File: src/rtl/npsrch_pkg.sv
// ----------------------------------------------------------------------------
// npsrch_pkg
// Shared types and codes of the prime search block: operation codes, engine
// states and the status bundle of the serial divider.
// ----------------------------------------------------------------------------
package npsrch_pkg;

	// Operation codes carried by the opcode field
	localparam logic [1:0] OP_UP_ANY   = 2'd0;
	localparam logic [1:0] OP_DOWN_ANY = 2'd1;
	localparam logic [1:0] OP_UP_34    = 2'd2;
	localparam logic [1:0] OP_DOWN_34  = 2'd3;

	// First odd trial divisor and the stride between candidates and divisors
	localparam int unsigned FIRST_DIVISOR = 3;
	localparam int unsigned ODD_STRIDE    = 2;

	typedef enum logic [2:0] {
		ST_IDLE,
		ST_CHECK,
		ST_TRIAL,
		ST_WAIT,
		ST_DONE
	} npsrch_state_t;

	typedef struct packed {
		logic busy;
		logic done;
	} npsrch_div_stat_t;

endpackage

File: src/rtl/npsrch_div.sv
// ----------------------------------------------------------------------------
// npsrch_div
// Radix-2 restoring divider: the dividend shifts out MSB first and one
// quotient bit shifts in per cycle while busy.
// ----------------------------------------------------------------------------
module npsrch_div
	import npsrch_pkg::*;
#(
	parameter int unsigned WIDTH = 32
) (
	input  logic             clk,
	input  logic             arst_n,
	input  logic             start,
	input  logic [WIDTH-1:0] dividend,
	input  logic [WIDTH-1:0] divisor,
	output logic [WIDTH-1:0] quotient,
	output logic [WIDTH-1:0] remainder,
	output npsrch_div_stat_t stat
);

	localparam int unsigned CW = $clog2(WIDTH);

	logic [WIDTH-1:0] shift_q;
	logic [WIDTH-1:0] rem_q;
	logic [WIDTH-1:0] dvs_q;
	logic [CW-1:0]    cnt_q;
	logic             busy_q;
	logic             done_q;

	logic [WIDTH:0]   trial;
	logic [WIDTH:0]   diff;
	logic             qbit;

	always_comb begin
		trial = {rem_q, shift_q[WIDTH-1]};
		diff  = trial - {1'b0, dvs_q};
		qbit  = (trial >= {1'b0, dvs_q});
	end

	always_ff @(posedge clk or negedge arst_n) begin
		if (!arst_n) begin
			busy_q <= 1'b0;
			done_q <= 1'b0;
			cnt_q  <= '0;
		end else begin
			done_q <= 1'b0;
			if (start) begin
				busy_q <= 1'b1;
				cnt_q  <= CW'(WIDTH - 1);
			end else if (busy_q) begin
				if (cnt_q == '0) begin
					busy_q <= 1'b0;
					done_q <= 1'b1;
				end else begin
					cnt_q <= cnt_q - 1'b1;
				end
			end
		end
	end

	// Payload: no reset needed
	always_ff @(posedge clk) begin
		if (start) begin
			shift_q <= dividend;
			rem_q   <= '0;
			dvs_q   <= divisor;
		end else if (busy_q) begin
			shift_q <= {shift_q[WIDTH-2:0], qbit};
			rem_q   <= qbit ? diff[WIDTH-1:0] : trial[WIDTH-1:0];
		end
	end

	assign quotient  = shift_q;
	assign remainder = rem_q;
	assign stat      = '{busy: busy_q, done: done_q};

endmodule

File: src/rtl/next_prime_search.sv
// ----------------------------------------------------------------------------
// next_prime_search
// Searches up or down from a start value for the nearest odd prime, or the
// nearest odd prime congruent to 3 mod 4, by trial division.
// ----------------------------------------------------------------------------
//
//  channel | signals                                   | direction
//  --------+-------------------------------------------+----------
//  input   | in_valid, in_ready, start_value, opcode   | into block
//  result  | out_valid, out_ready, prime_value, found  | out of block
//
//  Each trial division launches the bit-serial divider (one quotient bit per
//  cycle) in ST_TRIAL and evaluates its quotient and remainder in ST_WAIT.
//  Each candidate passes ST_CHECK for its range and 3 mod 4 check, then,
//  unless its residue is skipped, one division per odd divisor up to its
//  square root or the first divisor that divides it; the out-of-range
//  candidate that ends a miss gets no trials.
//  The engine result passes through the output register to the port.
//  Reset clears only control state: engine, divider and the result valid flag.
//  A stalled result holds in the output register; the engine takes the next
//  item meanwhile and parks its own result until the register frees.
//
module next_prime_search
	import npsrch_pkg::*;
#(
	parameter int unsigned VALUE_WIDTH = 32
) (
	input  logic        clk,
	input  logic        arst_n,
	input  logic        in_valid,
	output logic        in_ready,
	input  logic [31:0] start_value,
	input  logic [1:0]  opcode,
	output logic        out_valid,
	input  logic        out_ready,
	output logic [31:0] prime_value,
	output logic        found
);

	localparam int unsigned W = VALUE_WIDTH;
	// Signed maximum: the candidate limit, never itself tested
	localparam logic [W-1:0] SMAX = {1'b0, {(W-1){1'b1}}};
	localparam logic [W-1:0] STEP_UP   = W'(ODD_STRIDE);
	localparam logic [W-1:0] STEP_DOWN = ~W'(ODD_STRIDE) + 1'b1;

	npsrch_state_t state_q, state_d;

	logic [W-1:0] start_q;
	logic [W-1:0] cand_q;
	logic [W-1:0] div_q;
	logic         down_q;
	logic         need34_q;
	logic [W-1:0] res_q;
	logic         hit_q;

	logic         out_valid_q;
	logic [31:0]  prime_q;
	logic         found_q;

	// Width adaptation of the 32-bit ports to the working width
	logic [W+31:0] start_ext;
	logic [W-1:0]  start_w;
	logic [W+31:0] res_ext;

	logic [W-1:0]  quot;
	logic [W-1:0]  rem;
	npsrch_div_stat_t div_stat;
	logic          div_start;

	logic          dec_down;
	logic          dec_need34;
	logic          in_fire;
	logic          out_free;
	logic [W-1:0]  cand_next;
	logic          in_range;
	logic          skip34;

	assign start_ext = {{W{1'b0}}, start_value};
	assign start_w   = start_ext[W-1:0];
	assign res_ext   = {32'd0, res_q};

	assign in_fire   = in_valid && in_ready;
	assign out_free  = !out_valid_q || out_ready;
	assign cand_next = cand_q + (down_q ? STEP_DOWN : STEP_UP);
	assign in_range  = (cand_q < SMAX) && (cand_q != '0);
	assign skip34    = need34_q && (cand_q[1:0] != 2'b11);

	// Decode search direction and residue filter
	always_comb begin
		unique case (opcode)
			OP_UP_ANY:   begin dec_down = 1'b0; dec_need34 = 1'b0; end
			OP_DOWN_ANY: begin dec_down = 1'b1; dec_need34 = 1'b0; end
			OP_UP_34:    begin dec_down = 1'b0; dec_need34 = 1'b1; end
			OP_DOWN_34:  begin dec_down = 1'b1; dec_need34 = 1'b1; end
			default:     begin dec_down = 1'b0; dec_need34 = 1'b0; end
		endcase
	end

	npsrch_div #(
		.WIDTH(W)
	) u_div (
		.clk      (clk),
		.arst_n   (arst_n),
		.start    (div_start),
		.dividend (cand_q),
		.divisor  (div_q),
		.quotient (quot),
		.remainder(rem),
		.stat     (div_stat)
	);

	always_ff @(posedge clk or negedge arst_n) begin
		if (!arst_n) begin
			state_q <= ST_IDLE;
		end else begin
			state_q <= state_d;
		end
	end

	// Next state and handshake outputs
	always_comb begin
		state_d   = state_q;
		in_ready  = 1'b0;
		div_start = 1'b0;
		unique case (state_q)
			ST_IDLE: begin
				in_ready = 1'b1;
				if (in_valid) begin
					state_d = ST_CHECK;
				end
			end
			ST_CHECK: begin
				// Out of range: give up. Wrong residue: advance.
				if (!in_range) begin
					state_d = ST_DONE;
				end else if (!skip34) begin
					state_d = ST_TRIAL;
				end
			end
			ST_TRIAL: begin
				div_start = 1'b1;
				state_d   = ST_WAIT;
			end
			ST_WAIT: begin
				if (div_stat.done) begin
					if (div_q > quot) begin
						// Divisors exhausted: prime unless the candidate is one
						state_d = (cand_q != W'(1)) ? ST_DONE : ST_CHECK;
					end else if (rem == '0) begin
						state_d = ST_CHECK;
					end else begin
						state_d = ST_TRIAL;
					end
				end
			end
			ST_DONE: begin
				if (out_free) begin
					state_d = ST_IDLE;
				end
			end
			default: state_d = ST_IDLE;
		endcase
	end

	// Engine datapath: no reset needed
	always_ff @(posedge clk) begin
		case (state_q)
			ST_IDLE: begin
				if (in_fire) begin
					start_q  <= start_w;
					cand_q   <= start_w | W'(1);
					down_q   <= dec_down;
					need34_q <= dec_need34;
				end
			end
			ST_CHECK: begin
				if (!in_range) begin
					res_q <= start_q;
					hit_q <= 1'b0;
				end else if (skip34) begin
					cand_q <= cand_next;
				end else begin
					div_q <= W'(FIRST_DIVISOR);
				end
			end
			ST_WAIT: begin
				if (div_stat.done) begin
					if (div_q > quot) begin
						if (cand_q != W'(1)) begin
							res_q <= cand_q;
							hit_q <= 1'b1;
						end else begin
							cand_q <= cand_next;
						end
					end else if (rem == '0) begin
						cand_q <= cand_next;
					end else begin
						div_q <= div_q + W'(ODD_STRIDE);
					end
				end
			end
			default: begin
			end
		endcase
	end

	// Output register: hold the result until taken
	always_ff @(posedge clk or negedge arst_n) begin
		if (!arst_n) begin
			out_valid_q <= 1'b0;
		end else if (state_q == ST_DONE && out_free) begin
			out_valid_q <= 1'b1;
		end else if (out_ready) begin
			out_valid_q <= 1'b0;
		end
	end

	always_ff @(posedge clk) begin
		if (state_q == ST_DONE && out_free) begin
			prime_q <= res_ext[31:0];
			found_q <= hit_q;
		end
	end

	assign out_valid   = out_valid_q;
	assign prime_value = prime_q;
	assign found       = found_q;

endmodule

File: config.mk
export PLATFORM = sky130hd
export DESIGN_NAME = next_prime_search
export DESIGN_NICKNAME = d
export VERILOG_FILES = /design/src/rtl/npsrch_pkg.sv /design/src/rtl/npsrch_div.sv /design/src/rtl/next_prime_search.sv
export SDC_FILE = /design/constraint.sdc
export NUM_CORES = 1
export LEC_CHECK = 0
export ABC_AREA = 1
export ABC_CLOCK_PERIOD_IN_PS = 4890
export BUFFER_PORTS_ARGS = -buffer_cell sky130_fd_sc_hd__buf_2
export CORE_UTILIZATION = 40
export CTS_BUF_LIST = sky130_fd_sc_hd__clkbuf_4 sky130_fd_sc_hd__clkbuf_8
export CTS_CLUSTER_SIZE = 8
export DETAILED_ROUTE_END_ITERATION = 8
export PLACE_DENSITY = 0.6
export SYNTH_ARGS = -nofsm -noshare
export SYNTH_HDL_FRONTEND = slang
export SYNTH_HIERARCHICAL = 1
export SYNTH_SLANG_ARGS = --single-unit
File: constraint.sdc
create_clock -name clk -period 4.89 [get_ports clk]
set_input_delay 0.2445 -clock clk [delete_from_list [all_inputs] [get_ports clk]]
set_output_delay 0.2445 -clock clk [all_outputs]
set_load 0.005 [all_outputs]
==> results.cfg <==
[clocking]
clk_pin_slew_ns = 0.06
cts_buffers = 47
cts_root_buf = clkbuf_8
cts_tree = built
clockBufferDepth = 3
cts-resized-gates = 0
clk_latency_ns = 0.62
cts_sinks = 269
htree_levels = 2

[placement]
io_buffers = 72
hpwl_um = 32900
place_congestion = 0.930

[min_path]
hp-start = in_valid
worstHoldPathType = primary input to register

[grt]
grt_max_degree = 61
grt_pass1_vias = 13500
grt_usage_pct = 21.0
antenna_found_initial = 0
grt_overflow_total = 0
grt_pass1_wl_um = 69700

[drt]
first_iter_violations = 740
routedWlPerCell_um = 15.6
vias = 13900
dr.pass1.iters = 5
drtAntennaViolNets = 0
via_per_inst = 4.93
drcViolationCount = 0
wl_um = 43800

[synthesis]
synthCells = 2114
ys_warn_count = 6
syn_avg_cell_area_um2 = 7.87
syn_area_mm2 = 0.0166

[setup_path]
worstReg2RegStart = state_q[0]$_DFFE_PN0P_
crit_arrival_ns = 3.73
crit_required_ns = 5.19
end_kind = register
setup.worst_path.start = state_q[0]$_DFFE_PN0P_
path_max_fanout = 33
critical_path_class = register to register
critPathLaunchType = register

[timing]
max-slew-margin-rel_pct = 25.0
fin_crit_sh_pct = 70.2
rsz0062_at_grt = false
hold_viol = 0
slew_viol_final = 0
setup_violations = 0
tightest_slew_ns = 1.12
fin_setup_tns_ns = 0
period_minus_slack_ns = 3.43
max_freq_mhz = 291
finalClockSkew_ns = 0.0354

[power]
clkPwrFrac_pct = 16.4
total_leakage_power_nw = 8.96
swShare_pct = 46.1
seqPwrFrac_pct = 34.2
finalPower_mw = 13.2
irDropWorstVdd_v = 0.000285
pwr-share-comb_pct = 49.4
p_int_mw = 7.10
powerDensity_mw_per_mm2 = 697
power_switching_mw = 6.08

[floorplan]
rows = 74
die_h_um = 206
dieArea_mm2 = 0.0424
ios = 73
start_util_pct = 40.6
fp.dieW_um = 206
core_area_mm2 = 0.0409

[final_layout]
final_cell_mix = nand2_1, inv_1, edfxtp_1, nor2_1, nand3_1
area_growth_pct = 13.7
final_common_cell = nand2_1
final_net_count = 2380
layout-drive-gt1-share_pct = 10.0
antenna_cells = 0

[flow_run]
maxCapViolCount = 0

[status]
outcome = completed
==> critical path, cell delays in order (launching register included) <==
cell and delay, ns:
dfrtp_1 0.46, inv_2 0.08, nor2_4 0.60, nand2_2 0.60, inv_1 0.69, nand2_1 0.16, nand4_1 0.15, inv_1 0.05
buf_4 0.29
==> flip-flops by register name, indices dropped and copies added, names as in the netlist <==
name             cells
need34_q             1
u_div/remainder     32
u_div/busy_q         1
res_q               32
u_div/cnt_q          5
prime_value         32
cand_q              31
u_div/done_q         1
u_div/dvs_q         32
out_valid            1
down_q               1
hit_q                1
div_q               31
u_div/quotient      32
state_q              3
found                1
start_q             32
==> layout make-up <==
| cell class | count | area (µm²) |
|---|---|---|
| fill | 4082 | 22000 |
| sequential | 269 | 7700 |
| multi-input combinational | 1471 | 7500 |
| inverter | 336 | 1260 |
| timing repair buffer | 120 | 816 |
| clock buffer | 60 | 751 |
| tap | 532 | 666 |
| clock inverter | 23 | 206 |
==> stage by stage <==
stage / instance area [µm²] / hold WS (ns) / setup WS, ns / utilization [%] / std cells
4_1_cts: 18900 / 0.111 / 1.45 / 46.2 / 2811
5_1_grt: 18900 / 0.239 / 1.19 / 46.2 / 2811
3_5_place_dp: 17600 / 0.133 / 1.46 / 42.9 / 2690
3_3_place_gp: 17600 / 0.133 / 1.53 / 42.9 / 2690
2_1_floorplan: 16600 / -0.0511 / 1.10 / - / 2115
6_report: 18900 / 0.159 / 1.46 / 46.2 / 2811
==> final timing paths <==
check	slack (ns)	cells after the start	end
worst min register to register	0.42	0	prime_value[0]$_DFFE_PP_
max in group asynchronous	3.35	4	u_div/done_q$_DFF_PN0_
worst max-delay path	1.46	8	hit_q$_DFFE_PP_
worst min-delay path	0.16	6	state_q[0]$_DFFE_PN0P_
worst max register to register	1.46	8	hit_q$_DFFE_PP_
min in group asynchronous	0.51	3	u_div/cnt_q[2]$_DFFE_PN0P_
==> power by group through the flow <==
stage               Sequential [mW]  Combinational (mW)  Clock [mW]
finish                         4.51                6.52        2.16
global route                   4.63                7.44        2.31
CTS                            4.52                6.55        2.22
detailed placement             4.55                6.50           0
global placement               4.54                6.37           0
floorplan                      4.27                4.87           0
==> layer usage <==
layer	wire [µm]	vias up	track usage, %
met5	0	-	0
met4	1300	0	7.64
met3	1690	76	2.63
met2	21300	275	36.8
met1	19500	6387	26.4
li1	-	7117	-
==> repair_timing <==
action,in CTS,in global routing
hold buffers,38,0
setup buffers,0,0
setup endpoints to repair,0,0
hold endpoints to repair,76,0
(Power assumes the default switching activity.)
